===== config.mk =====
export PLATFORM = sky130hd
export DESIGN_NAME = stig_grad
export DESIGN_NICKNAME = d
export VERILOG_FILES = /design/src/hw/rtl/stig_pkg.sv /design/src/hw/rtl/stig_grad.sv
export SDC_FILE = /design/constraint.sdc
export NUM_CORES = 1
export LEC_CHECK = 0
export ABC_CLOCK_PERIOD_IN_PS = 5200
export BUFFER_PORTS_ARGS = -buffer_cell sky130_fd_sc_hd__buf_2
export CORE_AREA = 2 2 99 101
export DETAILED_ROUTE_END_ITERATION = 12
export DIE_AREA = 0 0 101 103
export GPL_ROUTABILITY_DRIVEN = 1
export MAX_ROUTING_LAYER = met4
export PLACE_DENSITY = 0.61
export REMOVE_ABC_BUFFERS = 1
export SLEW_MARGIN = 20
export SYNTH_ARGS = -nofsm -noshare
export SYNTH_HDL_FRONTEND = slang
export SYNTH_SLANG_ARGS = --single-unit

===== constraint.sdc =====
create_clock -name vclk -period 5.2
set_input_delay 0.26 -clock vclk [all_inputs]
set_output_delay 0.26 -clock vclk [all_outputs]
set_load 0.1 [all_outputs]

===== src/hw/rtl/stig_pkg.sv =====
`timescale 1ns / 1ps
`default_nettype none

package stig_pkg;

  // Geometry limits of the line buffers
  localparam int MAX_WIDTH  = 1024;
  localparam int MAX_HEIGHT = 1024;
  localparam int COL_W      = $clog2(MAX_WIDTH);
  localparam int ROW_W      = $clog2(MAX_HEIGHT);

  // Field widths fixed by the interface
  localparam int PIX_W   = 8;
  localparam int GRAD_W  = 9;
  localparam int DIM_W   = 11;
  localparam int CFG_IDX_W = 2;

  // Up to three results per input pixel
  localparam int RES_MAX   = 3;
  localparam int RES_N_W   = $clog2(RES_MAX + 1);
  localparam int FIFO_DEPTH = 4;

  typedef logic [PIX_W-1:0]         pix_t;
  typedef logic signed [GRAD_W-1:0] grad_t;

  typedef enum logic [CFG_IDX_W-1:0] {
    CFG_FRAME_WIDTH  = 2'd0,
    CFG_FRAME_HEIGHT = 2'd1
  } cfg_idx_t;

  // One line buffer entry per column: row above, two rows above, temporal diff above
  typedef struct packed {
    pix_t  above;
    pix_t  above2;
    grad_t td;
  } line_entry_t;

  localparam int ENTRY_W = $bits(line_entry_t);

  // Position of the pixel being processed
  typedef struct packed {
    logic first_col;
    logic second_col;
    logic last_col;
    logic row_valid;
    logic second_row;
    logic last_row;
  } pos_flags_t;

  typedef struct packed {
    logic [COL_W-1:0] col;
    logic [ROW_W-1:0] row;
    grad_t            grad_horiz;
    grad_t            grad_vert;
    grad_t            grad_time;
    logic             frame_last;
  } result_t;

  // Clamp a written width to [2, MAX_WIDTH] and return the last column index
  function automatic logic [COL_W-1:0] width_last(input logic [DIM_W-1:0] v);
    logic [DIM_W-1:0] t;
    if (v < DIM_W'(2)) begin
      t = DIM_W'(2);
    end else if (v > DIM_W'(MAX_WIDTH)) begin
      t = DIM_W'(MAX_WIDTH);
    end else begin
      t = v;
    end
    return COL_W'(t - DIM_W'(1));
  endfunction

  function automatic logic [ROW_W-1:0] height_last(input logic [DIM_W-1:0] v);
    logic [DIM_W-1:0] t;
    if (v < DIM_W'(2)) begin
      t = DIM_W'(2);
    end else if (v > DIM_W'(MAX_HEIGHT)) begin
      t = DIM_W'(MAX_HEIGHT);
    end else begin
      t = v;
    end
    return ROW_W'(t - DIM_W'(1));
  endfunction

endpackage

`default_nettype wire


===== src/hw/rtl/stig_grad.sv =====
`timescale 1ns / 1ps
`default_nettype none

module stig_grad
  import stig_pkg::*;
(
  input  pos_flags_t        flags,
  input  wire  [COL_W-1:0]  col,
  input  wire  [ROW_W-1:0]  row,
  input  pix_t              cur,
  input  grad_t             td,
  input  pix_t              above,
  input  pix_t              above2,
  input  grad_t             td_above,
  input  pix_t              right,
  input  pix_t              left,
  input  pix_t              recent0,
  input  pix_t              recent1,
  input  grad_t             recent_td,
  output result_t           res [RES_MAX],
  output logic [RES_N_W-1:0] res_n
);

  grad_t gh_a, gv_a, gh_b;

  always_comb begin
    if (flags.first_col) begin
      gh_a = grad_t'({1'b0, right});
    end else if (flags.last_col) begin
      gh_a = grad_t'({1'b0, left});
    end else begin
      gh_a = grad_t'({1'b0, right}) - grad_t'({1'b0, left});
    end

    if (flags.second_row) begin
      gv_a = grad_t'({1'b0, cur});
    end else begin
      gv_a = grad_t'({1'b0, cur}) - grad_t'({1'b0, above2});
    end

    if (flags.second_col) begin
      gh_b = grad_t'({1'b0, cur});
    end else begin
      gh_b = grad_t'({1'b0, cur}) - grad_t'({1'b0, recent1});
    end

    // row above, this column
    res[0].col        = col;
    res[0].row        = row - ROW_W'(1);
    res[0].grad_horiz = gh_a;
    res[0].grad_vert  = gv_a;
    res[0].grad_time  = td_above;
    res[0].frame_last = 1'b0;

    // last row, previous column
    res[1].col        = col - COL_W'(1);
    res[1].row        = row;
    res[1].grad_horiz = gh_b;
    res[1].grad_vert  = grad_t'({1'b0, left});
    res[1].grad_time  = recent_td;
    res[1].frame_last = 1'b0;

    // last row, last column: closes the frame
    res[2].col        = col;
    res[2].row        = row;
    res[2].grad_horiz = grad_t'({1'b0, recent0});
    res[2].grad_vert  = grad_t'({1'b0, above});
    res[2].grad_time  = td;
    res[2].frame_last = 1'b1;

    if (!flags.row_valid) begin
      res_n = RES_N_W'(0);
    end else if (!flags.last_row || flags.first_col) begin
      res_n = RES_N_W'(1);
    end else if (flags.last_col) begin
      res_n = RES_N_W'(3);
    end else begin
      res_n = RES_N_W'(2);
    end
  end

endmodule

`default_nettype wire


==> summary.txt <==
Final setup violation count: 0
Postcts setup bufs: 0
WP data arrival: 2.56 ns
Core footprint: 9460 sq um
Non-Filler Instances: 528
Vias per cell: 4.70
Met2 Use GR: 20.5%
Met3 Use GR: 8.68%
Filler instances: 1,053
Pwr Density: 257 nW/um^2
Post-DRT Antenna Nets: 0
I/O Pins: 255
Top-area cell type share of the netlist area: 29.9%
Hold_buf cts: 0
Crit. End Element: output port
Pin count of the biggest net entering global routing: 20
TritonRoute pass-1 iters: 6
Ys Warns: 0
WP data required: 4.94 ns
Largest cells by area after synthesis: buf_4, ha_1, inv_1
Grt total ovfl: 0
Tmin final: 2.82 ns
Lkg Pwr: 1.50 nW
Die ar.: 10,400 sq um
Dominant cell type by area after synthesis: buf_4
Type of the worst setup path: in2out
Global Route Usage Sum: 13.7%
Die X-Extent: 101 microns
Initial core utilization: 25.7%
Worst hold start: above[2]
Seq cells: 0
Crit-path slowest cell: buf_2
Hpwl dp: 6.95 mm
Sequential fraction of the synthesis area: 0%
Worst hold-check path type: in2out
Synthesized area: 2430 sq um
ANT cells: 0
FP Rows: 36
Port Buffers: 163
Status: finished, final reports clean
Multi-input logic area: 1520 sq um
Unrepaired setup endpoints after global routing: no
Setup TNS: 0 ns
Max-cap violations: 0
Max Freq: 355 MHz
Met1 Use GR: 16.6%
Dpl cells: 528
Cells after synthesis: 352
Mapped Avg Cell Area: 6.91 sq um
Seq. cell area: 0 sq um
GP Congestion: 0.837
Commonest non-fill, non-tap cell in the layout: buf_2
Area grow syn2layout: 8.84%
Worst hold path depth: 0
Share of cells above drive strength 1: 41.5%
First-pass GRT wire length: 10.9 mm
Synth cell types: 43
Critical path startpoint category: input port
CLK BUF: 0
Max VDD drop: 108 uV
DRT iter0 DRCs: 51
Max incr delay on CP: 0.48 ns
GR peak layer: met2
Slew Limit Fails: 0
Vias in the first global route: 2,114
Final nets: 554
Final wirelength: 7.82 mm
Worst path cell trace: buf_2 > inv_1 > ha_1 > inv_1 > fa_1 > a211oi_1 > o21ai_0 > and3_1 > o21ai_0 > nor4b_1 > buf_2
Hold Path End: res[12]
Remaining DRCs: 0
Vias: 2,480
CP max FO: 3
Initial antenna violation count: 0
Commonest non-fill, non-tap cells in the layout: buf_2, inv_1, ha_1, nand2_1
Period utilization: 54.1%
Post-DR wirelength/cell: 14.8 microns
Die H: 103 microns
Final hold vios: 0
CTS resizes: 0
[power by group]
| group | total [mW] | switching [mW] | internal [mW] |
|---|---|---|---|
| Sequential | 0 | 0 | 0 |
| Clock | 0 | 0 | 0 |
| Combinational | 0.681 | 0.560 | 0.121 |
| Total | 0.681 | 0.560 | 0.121 |
[metrics by stage]
stage               hold WS [ns]  util [%]  cell area, sq um  power, mW  setup WS [ns]
finish                     0.521      28.0              2650      0.681           2.38
global route               0.521      28.0              2650      0.715           2.18
CTS                        0.521      28.0              2650      0.682           2.37
detailed placement         0.521      28.0              2650      0.681           2.38
global placement           0.521      28.0              2650      0.677           2.46
floorplan                  0.520         -              1690      0.414          0.239
[layout make-up]
| type | count | area share (%) |
|---|---|---|
| inverters | 46 | 6.52 |
| multi-input cells | 205 | 57.3 |
| well taps | 114 | 5.38 |
| repair buffers | 163 | 30.8 |
[synthesized netlist by cell type]
master     n
and3b_1    1
xnor2_1    7
clkbuf_1   8
a21oi_1   16
a211oi_1   8
nor2_1    11
a21o_1     2
and3_1     2
o41ai_1    1
or2_1      1
ha_1      26
a31oi_1    1
nand4_1    1
nor3b_1    4
buf_4     97
nor3_1    10
nand3b_1   1
fa_1       3
nand2_1   22
conb_1     2
nand2b_1   2
xor2_1    17
inv_1     46
mux2_2     5
nor4_2     1
or2_2      1
a221oi_1   1
o21a_1     7
nor2b_1    1
or3_4      1
or3_1      2
o21bai_1   1
a311oi_1   1
nand3_1    3
nor4_1     3
o21ai_0   17
nor4b_1    3
nor4_4     1
mux2i_1    3
o211ai_1   2
o31ai_1    6
o31a_1     2
or4_1      2
[worst max-delay path, delay by kind of cell]
family,cells,cell delay (ns)
AO/OA/AOI/OAI,3,0.57
AND/OR/NAND/NOR,2,0.46
buffers and inverters,4,0.69
adder cells (fa/ha/maj),2,0.57
[cell families after synthesis]
| family | synth area share (%) |
|---|---|
| buffers and inverters | 38.3 |
| multiplexers | 3.55 |
| other | 0.309 |
| AO/OA/AOI/OAI | 16.9 |
| XOR/XNOR | 8.64 |
| AND/OR/NAND/NOR | 16.6 |
| adder cells (fa/ha/maj) | 15.8 |
[worst max path at each step]
stage	slack, ns	depth (start not counted)	to	from
floorplan	0.24	9	res[123]	right[0]
global placement	2.46	11	res[123]	right[0]
detailed placement	2.38	11	res[123]	right[0]
CTS	2.37	11	res[123]	right[0]
global route	2.18	11	res[123]	right[0]
finish	2.38	11	res[123]	right[0]
[metal layers]
layer / part of all wire, % / wire length (microns) / vias to the layer above
met5: 0 / 0 / -
met4: 0.26 / 20 / 0
met2: 43 / 3340 / 165
met1: 42 / 3280 / 1107
li1: - / - / 1204
met3: 15 / 1180 / 4
(Power assumes the default switching activity.)
