$ cat src/hw/rtl/stig_pkg.sv
`timescale 1ns / 1ps
`default_nettype none

package stig_pkg;

  // Geometry limits of the line buffers
  localparam int MAX_WIDTH  = 1024;
  localparam int MAX_HEIGHT = 1024;
  localparam int COL_W      = $clog2(MAX_WIDTH);
  localparam int ROW_W      = $clog2(MAX_HEIGHT);

  // Field widths fixed by the interface
  localparam int PIX_W   = 8;
  localparam int GRAD_W  = 9;
  localparam int DIM_W   = 11;
  localparam int CFG_IDX_W = 2;

  // Up to three results per input pixel
  localparam int RES_MAX   = 3;
  localparam int RES_N_W   = $clog2(RES_MAX + 1);
  localparam int FIFO_DEPTH = 4;

  typedef logic [PIX_W-1:0]         pix_t;
  typedef logic signed [GRAD_W-1:0] grad_t;

  typedef enum logic [CFG_IDX_W-1:0] {
    CFG_FRAME_WIDTH  = 2'd0,
    CFG_FRAME_HEIGHT = 2'd1
  } cfg_idx_t;

  // One line buffer entry per column: row above, two rows above, temporal diff above
  typedef struct packed {
    pix_t  above;
    pix_t  above2;
    grad_t td;
  } line_entry_t;

  localparam int ENTRY_W = $bits(line_entry_t);

  // Position of the pixel being processed
  typedef struct packed {
    logic first_col;
    logic second_col;
    logic last_col;
    logic row_valid;
    logic second_row;
    logic last_row;
  } pos_flags_t;

  typedef struct packed {
    logic [COL_W-1:0] col;
    logic [ROW_W-1:0] row;
    grad_t            grad_horiz;
    grad_t            grad_vert;
    grad_t            grad_time;
    logic             frame_last;
  } result_t;

  // Clamp a written width to [2, MAX_WIDTH] and return the last column index
  function automatic logic [COL_W-1:0] width_last(input logic [DIM_W-1:0] v);
    logic [DIM_W-1:0] t;
    if (v < DIM_W'(2)) begin
      t = DIM_W'(2);
    end else if (v > DIM_W'(MAX_WIDTH)) begin
      t = DIM_W'(MAX_WIDTH);
    end else begin
      t = v;
    end
    return COL_W'(t - DIM_W'(1));
  endfunction

  function automatic logic [ROW_W-1:0] height_last(input logic [DIM_W-1:0] v);
    logic [DIM_W-1:0] t;
    if (v < DIM_W'(2)) begin
      t = DIM_W'(2);
    end else if (v > DIM_W'(MAX_HEIGHT)) begin
      t = DIM_W'(MAX_HEIGHT);
    end else begin
      t = v;
    end
    return ROW_W'(t - DIM_W'(1));
  endfunction

endpackage

`default_nettype wire

$ cat src/hw/rtl/stig_rfifo.sv
`timescale 1ns / 1ps
`default_nettype none

module stig_rfifo
  import stig_pkg::*;
(
  input  wire                 clk,
  input  wire                 rst_n,
  input  wire                 push,
  input  wire  [RES_N_W-1:0]  push_n,
  input  result_t             push_res [RES_MAX],
  output logic                room,
  input  wire                 pop,
  output logic                head_valid,
  output result_t             head
);

  localparam int PTR_W = $clog2(FIFO_DEPTH);
  localparam int CNT_W = $clog2(FIFO_DEPTH + 1);

  result_t          entry_r [FIFO_DEPTH];
  logic [PTR_W-1:0] wr_ptr_r, wr_ptr_nxt;
  logic [PTR_W-1:0] rd_ptr_r, rd_ptr_nxt;
  logic [CNT_W-1:0] count_r, count_nxt;
  logic [CNT_W:0]   fill_sum;

  assign fill_sum   = {1'b0, count_r} + (CNT_W+1)'(push_n);
  assign room       = fill_sum <= (CNT_W+1)'(FIFO_DEPTH);
  assign head_valid = count_r != '0;
  assign head       = entry_r[rd_ptr_r];

  always_comb begin
    wr_ptr_nxt = wr_ptr_r;
    rd_ptr_nxt = rd_ptr_r;
    count_nxt  = count_r;
    if (push) begin
      wr_ptr_nxt = wr_ptr_r + PTR_W'(push_n);
      count_nxt  = count_nxt + CNT_W'(push_n);
    end
    if (pop) begin
      rd_ptr_nxt = rd_ptr_r + PTR_W'(1);
      count_nxt  = count_nxt - CNT_W'(1);
    end
  end

  always_ff @(posedge clk) begin
    if (!rst_n) begin
      wr_ptr_r <= '0;
      rd_ptr_r <= '0;
      count_r  <= '0;
    end else begin
      wr_ptr_r <= wr_ptr_nxt;
      rd_ptr_r <= rd_ptr_nxt;
      count_r  <= count_nxt;
    end
  end

  always_ff @(posedge clk) begin
    for (int k = 0; k < RES_MAX; k++) begin
      if (push && (RES_N_W'(k) < push_n)) begin
        entry_r[wr_ptr_r + PTR_W'(k)] <= push_res[k];
      end
    end
  end

endmodule

`default_nettype wire

$ cat config.mk
export PLATFORM = sky130hd
export DESIGN_NAME = stig_rfifo
export DESIGN_NICKNAME = d
export VERILOG_FILES = /design/src/hw/rtl/stig_pkg.sv /design/src/hw/rtl/stig_rfifo.sv
export SDC_FILE = /design/constraint.sdc
export NUM_CORES = 1
export LEC_CHECK = 0
export BUFFER_PORTS_ARGS = -buffer_cell sky130_fd_sc_hd__buf_2
export CAP_MARGIN = 20
export CORE_ASPECT_RATIO = 1.75
export CORE_MARGIN = 1
export CORE_UTILIZATION = 51
export DETAILED_ROUTE_END_ITERATION = 8
export PLACE_DENSITY = 0.73
export RECOVER_POWER = 50
export SETUP_SLACK_MARGIN = 0.4
export SLEW_MARGIN = 20
export SYNTH_ARGS = -nofsm -noshare
export SYNTH_HDL_FRONTEND = slang
export SYNTH_SLANG_ARGS = --single-unit
$ cat constraint.sdc
create_clock -name clk -period 6.8 [get_ports clk]
set_input_delay 0 -clock clk [delete_from_list [all_inputs] [get_ports clk]]
set_output_delay 0 -clock clk [all_outputs]
set_load 0.01 [all_outputs]
==> impl_metrics.toml, run 1 <==
[outcome]
outcome = "complete, but fails checks"
violations = "max-capacitance violations, max-slew violations"

[detailed_routing]
drt-total-wl_mm = 33.5
antenna_left = 0
wl_per_cell_um = 22.4
drc = 0
vias = 8437
vias_per_cell = 5.64
drt-initial-drc-count = 444
dr.pass1.iters = 4

[power]
switching_share = 0.247
comb_power_share = 0.210
seqPwrFrac = 0.453
p_int_mw = 2.47
p_clk_frac = 0.337
p_leak_nw = 5.97
p_per_area_nw_per_um2 = 201
switchingPower_uw = 809
irDropWorstVdd_mv = 0.180

[hold_path]
whs_path_depth = 3
min_path_type = "in -> reg"

[worst_setup_path]
path_max_fanout = 48
startpoint_type = "flip-flop"
cp.arrival_ps = 5080
r2r_cells = 5
crit_type = "reg -> reg"
required_ps = 7040
critPathCaptureType = "flip-flop"

[yosys]
synth-xor-area-share = 0.00550
synth-compound-area-share = 0.00643
synthArstFlopShare = 0
netlist_instances = 750
avgSynthCellArea_um2 = 16.1
seq_area_frac_synth = 0.493
synth_fp_nets = 905
synth-edff-count = 192
synth_seq_cells = 201
synth-simple-area-share = 0.0132
synth_warnings = 0
ys.flop_type = "edfxtp_1"
muxShareOfSynthArea = 0.451
synth_area_um2 = 12100
synth_top_family_by_area = "multiplexers"
synth_cell_types = 33
synthAdderAreaFrac = 0.00581

[clock_network]
cts.clk_slew.worst_paths_ps = 70
cts_setup_buffers = 0
cts_resized = 0
numCtsBuffers = 20
cts_tree = "yes"
root_buffer = "clkbuf_16"
clock_latency_ps = 490
holdBufCountCts = 241
clk_path_buf_depth = 3
cts.sinks = 201
h-tree-depth = 1

[timing]
setup_viol = 0
worstMarginPinSlew_ps = 3770
finalClockSkew_ps = 10.4
finalCritPeriodShare = 0.711
slew_viol_final = 292
min_period_ps = 4830
rsz0062_at_grt = "false"
fmax_mhz = 207
hold_viol = 0
relSlewSlack = -1.51
tns_ps = 0

[global_route]
grt_overflow_total = 0
antenna_found_initial = 1
grt_use_total = 0.275
grt_pass1_wl_mm = 50.4
grt_pass1_vias = 9222
grt_max_degree = 49

[final_layout]
layoutNonFillerInstCount = 1495
final_common_cell = "mux2_2"
syn2layout_area_growth_pct = 35.2
layout_common_cells = "mux2_2, dlygate4sd3_1, edfxtp_1"
nNetsFinal = 1330
drive_gt1_frac = 0.418

[placed_design]
dpl.hpwl_mm = 18.7
io_buffers = 199
post-place-cells = 1215
gp_congestion = 0.787

[floorplanning]
ios = 200
fp.dieW_um = 118
chipHeight_um = 205
rows = 74
start_util = 0.519
die-area_um2 = 24300
core_area_um2 = 23200

[job]
maxCapViolations = 9
[flip-flops by register name, indices dropped and copies added (netlist names), named ones only]
| name | count |
|---|---|
| count_r | 3 |
| entry_r | 192 |
| rd_ptr_r | 2 |
| wr_ptr_r | 2 |
[worst paths after layout]
path                  from              to  slack (ps)
max            wr_ptr_r[0]  entry_r[2][27]        1970
min          push_res[103]   entry_r[2][7]          20
max reg2reg    wr_ptr_r[0]  entry_r[2][27]        1970
min reg2reg    rd_ptr_r[0]       flip-flop         550
[power groups by stage]
stage                     combinational, mW  sequential (mW)  clock (mW)
after floorplan                       0.361             1.50           0
after global placement                0.541             1.52           0
after detailed placement              0.548             1.52           0
after CTS                             0.674             1.50        1.12
after global routing                  0.737             1.50        1.16
final                                 0.688             1.49        1.11
[synthesized netlist by cell type, types with 4 or more instances]
cell      count  area (um^2)
buf_6         4         45.0
clkbuf_1     10         37.5
ha_1          4         50.1
buf_2        35          175
mux4_2       48         1080
nor2_1        9         33.8
edfxtp_1    192         5770
inv_1         7         26.3
mux2_2      263         2960
mux2_1      121         1360
a21oi_1       5         25.0
xnor2_1       4         35.0
dfxtp_1       9          180
[cells by family (layout without fill, tap and decap cells)]
| group | Yosys count | count (layout) |
|---|---|---|
| XOR/XNOR | 6 | 6 |
| buffers and inverters | 61 | 500 |
| AND/OR/NAND/NOR | 29 | 29 |
| other | 0 | 2 |
| flip-flops | 201 | 201 |
| AO/OA/AOI/OAI | 13 | 13 |
| multiplexers | 435 | 435 |
| adder cells (fa/ha/maj) | 5 | 5 |
[through the flow]
stage | cell area (um^2) | setup slack [ps] | hold WS (ps) | utilization | total power, mW
2_1_floorplan | 12100 | 1990 | 165 | - | 1.86
3_3_place_gp | 13300 | 3970 | 332 | 0.573 | 2.06
3_5_place_dp | 13300 | 3930 | 346 | 0.573 | 2.07
4_1_cts | 16400 | 3380 | 1.46 | 0.705 | 3.30
5_1_grt | 16300 | 1820 | 26.0 | 0.702 | 3.40
6_report | 16300 | 1970 | 22.7 | 0.702 | 3.28
[per-layer routing]
| layer | wire [um] | track usage |
|---|---|---|
| met1 | 12900 | 0.314 |
| met2 | 18100 | 0.520 |
| met3 | 1320 | 0.0319 |
| met4 | 1130 | 0.109 |
| met5 | 0 | 0 |
[worst max-delay path, cell delays in order (launching register included)]
cell and delay [ps]:
dfxtp_1 590, nor2b_1 150, nand3_2 90, clkbuf_1 2650, mux2_2 510, dlygate4sd3_1 570
[area by class of cell]
| cell class | count | area, um^2 |
|---|---|---|
| Timing Repair Buffer | 457 | 3470 |
| Sequential cell | 201 | 5950 |
| Multi-Input combinational cell | 488 | 5820 |
| Antenna cell | 2 | 5.00 |
| Tap cell | 304 | 380 |
| Clock buffer | 28 | 614 |
| Fill cell | 1641 | 6930 |
| Clock inverter | 8 | 37.5 |
| Inverter | 7 | 26.3 |
Note: power is estimated with default switching activity, not from simulation.
==> inputs of run 2 (changes only) <==
- ABC_AREA: default -> 1
- clock period: 6.8 -> 4.7 ns (I/O delays scaled with it)
==> run 2 against run 1 <==
- the flow still finishes with violations (max-capacitance violations, max-slew violations)
- hold slack lost 12 ps
- combinational power grew 54%
- final cell count increased by 49%
- clock-buffer cell count decreased by 3
- critical path depth grew 3
- via count increased by 58%
- sequential share of layout area grew 0.46 points
- first-iteration DRC count grew to 2.9 times the previous value
- setup slack got worse by 950 ps
- sequential cell count unchanged
- clock skew shrank 3.2 ps
- critical path type unchanged
==> impl_metrics.toml, run 2 <==
[worst_setup_path]
cpPeakStageDelay_ps = 960
r2r_cells = 8
critPathCaptureType = "flip-flop"
crit_type = "reg -> reg"
worst_path_max_delay_cell = "nor2_1"
startpoint_type = "flip-flop"
required_ps = 5020
path_max_fanout = 49
cp.arrival_ps = 4000
path_cells = "nor2_1 > buf_4 > nand2_1 > buf_4 > nand2_1 > nand3_1 > dlygate4sd3_1 > o21ai_0"

[yosys]
synth_common_cells = "nand3_1, o21ai_0, nand2_1, edfxtp_1, inv_1"
synth_area_um2 = 12100
ys.flop_type = "edfxtp_1"
synth_warnings = 0
netlist_instances = 1569
synth.area.top_cells = "edfxtp_1, nand3_1, o21ai_0, nand2_1, inv_1"
synthArstFlopShare = 0
synth-edff-count = 192
synth_cell_types = 19
yosysMostFrequentCell = "nand3_1"
synth_fp_nets = 1724
yosysTopAreaCell = "edfxtp_1"
synth_top_area_share = 0.475
seq_area_frac_synth = 0.490
synth_seq_cells = 201
avgSynthCellArea_um2 = 7.73

[timing]
relSlewSlack = -0.146
min_period_ps = 3690
slew_viol_final = 98
worstMarginPinSlew_ps = 1720
hold_viol = 0
setup_viol = 0
rsz0062_at_grt = "false"
tns_ps = 0
finalCritPeriodShare = 0.784
finalClockSkew_ps = 7.20
fmax_mhz = 271

[final_layout]
regMostFlops = "entry_r"
syn2layout_area_growth_pct = 32.8
final_common_cell = "nand3_1"
drive_gt1_frac = 0.110
final_area_um2 = 16100
layout_common_cells = "nand3_1, o21ai_0, nand2_1"
reg_top3 = "entry_r x192, count_r x3"
nNetsFinal = 2064
largest_reg_flops = 192
diodes = 0

[hold_path]
whs_path_depth = 5
min_path_type = "in -> reg"

[clock_network]
cts_resized = 0
clk_path_buf_depth = 3
cts_tree = "yes"
cts.clk_slew.worst_paths_ps = 70
cts.sinks = 201
numCtsBuffers = 20
h-tree-depth = 1
root_buffer = "clkbuf_16"
clock_latency_ps = 500

[floorplanning]
die-area_um2 = 24400
chipHeight_um = 206
ios = 200
core_area_um2 = 23300
fp.dieW_um = 119
rows = 74
start_util = 0.520

[placed_design]
gp_congestion = 0.811
io_buffers = 199
dpl.hpwl_mm = 21.5
placed_cell_area_um2 = 13200

[power]
switchingPower_mw = 1.39
irDropWorstVdd_mv = 0.219
switching_share = 0.282
seqPwrFrac = 0.443
p_per_area_nw_per_um2 = 305
p_leak_nw = 7.07
comb_power_share = 0.216
p_clk_frac = 0.341
p_int_mw = 3.53

[global_route]
grt_max_degree = 98
grt_pass1_vias = 13300
grt_pass1_wl_mm = 65.3
antenna_found_initial = 0
grt_use_total = 0.338
grt_overflow_total = 0

[job]
maxCapViolations = 2

[detailed_routing]
vias_per_cell = 6.00
drc = 0
wl_per_cell_um = 18.7
antenna_left = 0
vias = 13300
dr.pass1.iters = 8
drt-initial-drc-count = 1305
drt-total-wl_mm = 41.6

[outcome]
outcome = "complete, but fails checks"
violations = "max-capacitance violations, max-slew violations"
run 2: layer usage:
layer  GRT usage  wire (um)
met3      0.0337       3800
met2       0.605      21200
met4       0.233       2530
met5           0          0
met1       0.379      14100
run 2: cell families (layout without fill, tap and decap cells):
logic type | Yosys count | count (layout) | share of synthesized area
AOI/OAI and AO/OA | 349 | 349 | 0.149
and+or+nand+nor | 727 | 727 | 0.261
buffers and inverters | 287 | 639 | 0.0937
adders and majority gates | 5 | 5 | 0.00578
DFF | 201 | 201 | 0.490
run 2: path summary, 6_finish.rpt:
kind / endpoint / from / slack [ps]
setup reg to reg: entry_r[1][41] / wr_ptr_r[1] / 1010
setup / recovery: entry_r[1][41] / wr_ptr_r[1] / 1010
hold reg to reg: flip-flop / rd_ptr_r[1] / 440
hold / removal: entry_r[3][33] / push_res[81] / 10
run 2: critical path: cells and delay by family (launching register included):
| kind | cells | cell delay (ps) |
|---|---|---|
| DFF | 1 | 370 |
| buffers and inverters | 3 | 1660 |
| AOI/OAI and AO/OA | 1 | 70 |
| and+or+nand+nor | 4 | 1380 |
run 2: area by class of cell:
cell class	count	area, um^2
fill	1905	7230
clock buffer	25	541
tap	304	380
inverter	160	604
multi-input combinational	1081	5140
timing repair buffer	445	3360
sequential	201	5950
clock inverter	9	125
run 2: per-stage QoR:
stage / total power [mW] / hold WS (ps) / cells / worst slack, ps / utilization
final: 4.91 / 11.1 / 2225 / 1010 / 0.690
after global routing: 5.06 / 43.0 / 2225 / 820 / 0.690
after floorplan: 2.74 / 121 / 1569 / 1950 / -
after global placement: 3.04 / 297 / 1959 / 1780 / 0.566
after detailed placement: 3.07 / 303 / 1959 / 1730 / 0.566
after CTS: 4.89 / 0.770 / 2225 / 1380 / 0.694
run 2: power by group through the flow:
| stage | logic, mW | registers (mW) | clock network [mW] |
|---|---|---|---|
| global route | 1.15 | 2.18 | 1.72 |
| floorplan | 0.534 | 2.20 | 0 |
| detailed placement | 0.859 | 2.21 | 0 |
| CTS | 1.04 | 2.17 | 1.67 |
| finish | 1.06 | 2.17 | 1.68 |
| global placement | 0.836 | 2.21 | 0 |
run 2: what timing repair did:
| action | 4_1_cts | 5_1_grt |
|---|---|---|
| buffers inserted | 0 | 0 |
| endpoints found under the hold margin | 201 | 0 |
| hold buffers | 232 | 0 |
==> inputs of run 3 (changes only) <==
- PLACE_DENSITY: 0.73 -> 0.76
- clock period: 4.7 -> 3 ns (I/O delays scaled with it)
==> run 3 against run 2 <==
- the run ends with negative hold slack left
- first-iteration DRC count grew 10%
- clock skew increased by 9.2 ps
- cell area up 0.33%
- die area is the same
- global-route usage rose by 2.3 points
- critical path type unchanged
- critical endpoint is now entry_r[3][24]
- largest cell class unchanged
- highest routed layer unchanged
==> impl_metrics.toml, run 3 (synthesis gave the netlist of run 2 again) <==
[job]
maxCapViolations = 0

[outcome]
outcome = "complete, but fails checks"
violations = "negative hold slack"

[final_layout]
nNetsFinal = 2071
diodes = 0
layout_common_cells = "nand3_1, o21ai_0, nand2_1"
final_area_um2 = 16200
regMostFlops = "entry_r"
largest_reg_flops = 192
reg_top3 = "entry_r x192, count_r x3"
layoutNonFillerInstCount = 2234
final_common_cell = "nand3_1"
syn2layout_area_growth_pct = 33.2
drive_gt1_frac = 0.138
final_core_util = 0.693

[worst_setup_path]
required_ps = 3250
cp.arrival_ps = 2930
path_max_fanout = 96
critPathLaunch = "wr_ptr_r[0]"
ff2ff_setup_slack_ps = 330
path_cells = "inv_1 > nor2_1 > clkbuf_1 > nand2_1 > buf_12 > nand3_1 > dlygate4sd3_1 > o21ai_0"
r2r_end = "entry_r[3][24]"
startpoint_type = "flip-flop"
r2r-start = "wr_ptr_r[0]"
endpoint = "entry_r[3][24]"
crit_type = "reg -> reg"
critPathCaptureType = "flip-flop"
r2r_cells = 8
cpPeakStageDelay_ps = 580
worst_path_max_delay_cell = "dlygate4sd3_1"

[power]
seqPwrFrac = 0.449
p_clk_frac = 0.321
switching_share = 0.299
p_leak_nw = 7.21
p_total_mw = 7.56
p_per_area_nw_per_um2 = 468
p_int_mw = 5.30
switchingPower_mw = 2.26
irDropWorstVdd_mv = 0.384
comb_power_share = 0.230

[clock_network]
clk_path_buf_depth = 3
cts.clk_slew.worst_paths_ps = 70
clock_latency_ps = 520
numCtsBuffers = 20
cts_tree = "yes"
cts.sinks = 201
root_buffer = "clkbuf_16"
h-tree-depth = 1

[detailed_routing]
vias = 13800
drc = 0
antenna_left = 0
dr.pass1.iters = 9
wl_per_cell_um = 20.1
drt-initial-drc-count = 1439
drt-total-wl_mm = 44.8
vias_per_cell = 6.16

[floorplanning]
core_area_um2 = 23300
die-area_um2 = 24400
ios = 200
start_util = 0.520
fp.dieW_um = 119
chipHeight_um = 206
rows = 74

[global_route]
grt_max_degree = 97
grt_use_total = 0.361
grt_overflow_total = 0
antenna_found_initial = 0
grt_pass1_wl_mm = 68.6
grt_pass1_vias = 13800

[timing]
finalClockSkew_ps = 16.4
relSlewSlack = 0.359
finalCritPeriodShare = 0.891
rsz0062_at_grt = "true"
tns_ps = 0
hold_slack_ps = -5.92
hold_viol = 2
min_period_ps = 2670
slew_viol_final = 0
setup_viol = 0
worstMarginPinSlew_ps = 960
fmax_mhz = 374

[placed_design]
io_buffers = 199
gp_congestion = 0.845
post-place-cells = 1976
placed_cell_area_um2 = 13400
dpl.hpwl_mm = 23.2

[hold_path]
min_path_type = "in -> reg"
## run 3: layout make-up
class                   instances  area, um^2
clock inverters                11        63.8
flip-flops and latches        201        5950
repair buffers                452        3520
inverters                     160         604
well taps                     304         380
multi-input cells            1081        5100
fillers                      1817        7170
clock buffers                  25         541
## run 3: worst max-delay path: cells and delay by family (launching register included)
kind,cells,cell delay [ps]
AOI/OAI and AO/OA,1,100
buffers and inverters,4,1090
DFF,1,430
and+or+nand+nor,3,720
## run 3: power by group through the flow
stage | clock, mW | combinational [mW] | sequential (mW)
final | 2.43 | 1.74 | 3.40
after global routing | 2.49 | 1.87 | 3.41
after detailed placement | 0 | 1.40 | 3.46
after floorplan | 0 | 0.839 | 3.44
after CTS | 2.41 | 1.67 | 3.40
after global placement | 0 | 1.37 | 3.45
## run 3: stage by stage
step | hold WS (ps) | worst slack, ps
2_1_floorplan | 121 | 844
3_3_place_gp | 297 | 848
3_5_place_dp | 305 | 819
4_1_cts | 0.918 | 421
5_1_grt | 26.7 | 228
6_report | -5.92 | 327
## run 3: what timing repair did
item	in CTS	in global routing
hold buffers	218	0
gates resized for setup	0	9
buffers inserted	0	4
endpoints found under the hold margin	198	0
setup endpoints to repair	0	67
## run 3: layer usage
layer	track usage	part of all wire
met1	0.402	0.33
met2	0.627	0.49
met3	0.0508	0.11
met4	0.269	0.069
met5	0	0
## run 3: worst min-delay path by stage
| stage | start | to | cells after the start |
|---|---|---|---|
| final | push_res[75] | entry_r[2][27] | 5 |
| after global routing | push_res[90] | entry_r[2][42] | 5 |
| after CTS | push_res[90] | entry_r[0][42] | 5 |
| after detailed placement | pop | count_r[1] | 4 |
| after global placement | pop | count_r[1] | 4 |
| after floorplan | rst_n | count_r[2] | 2 |
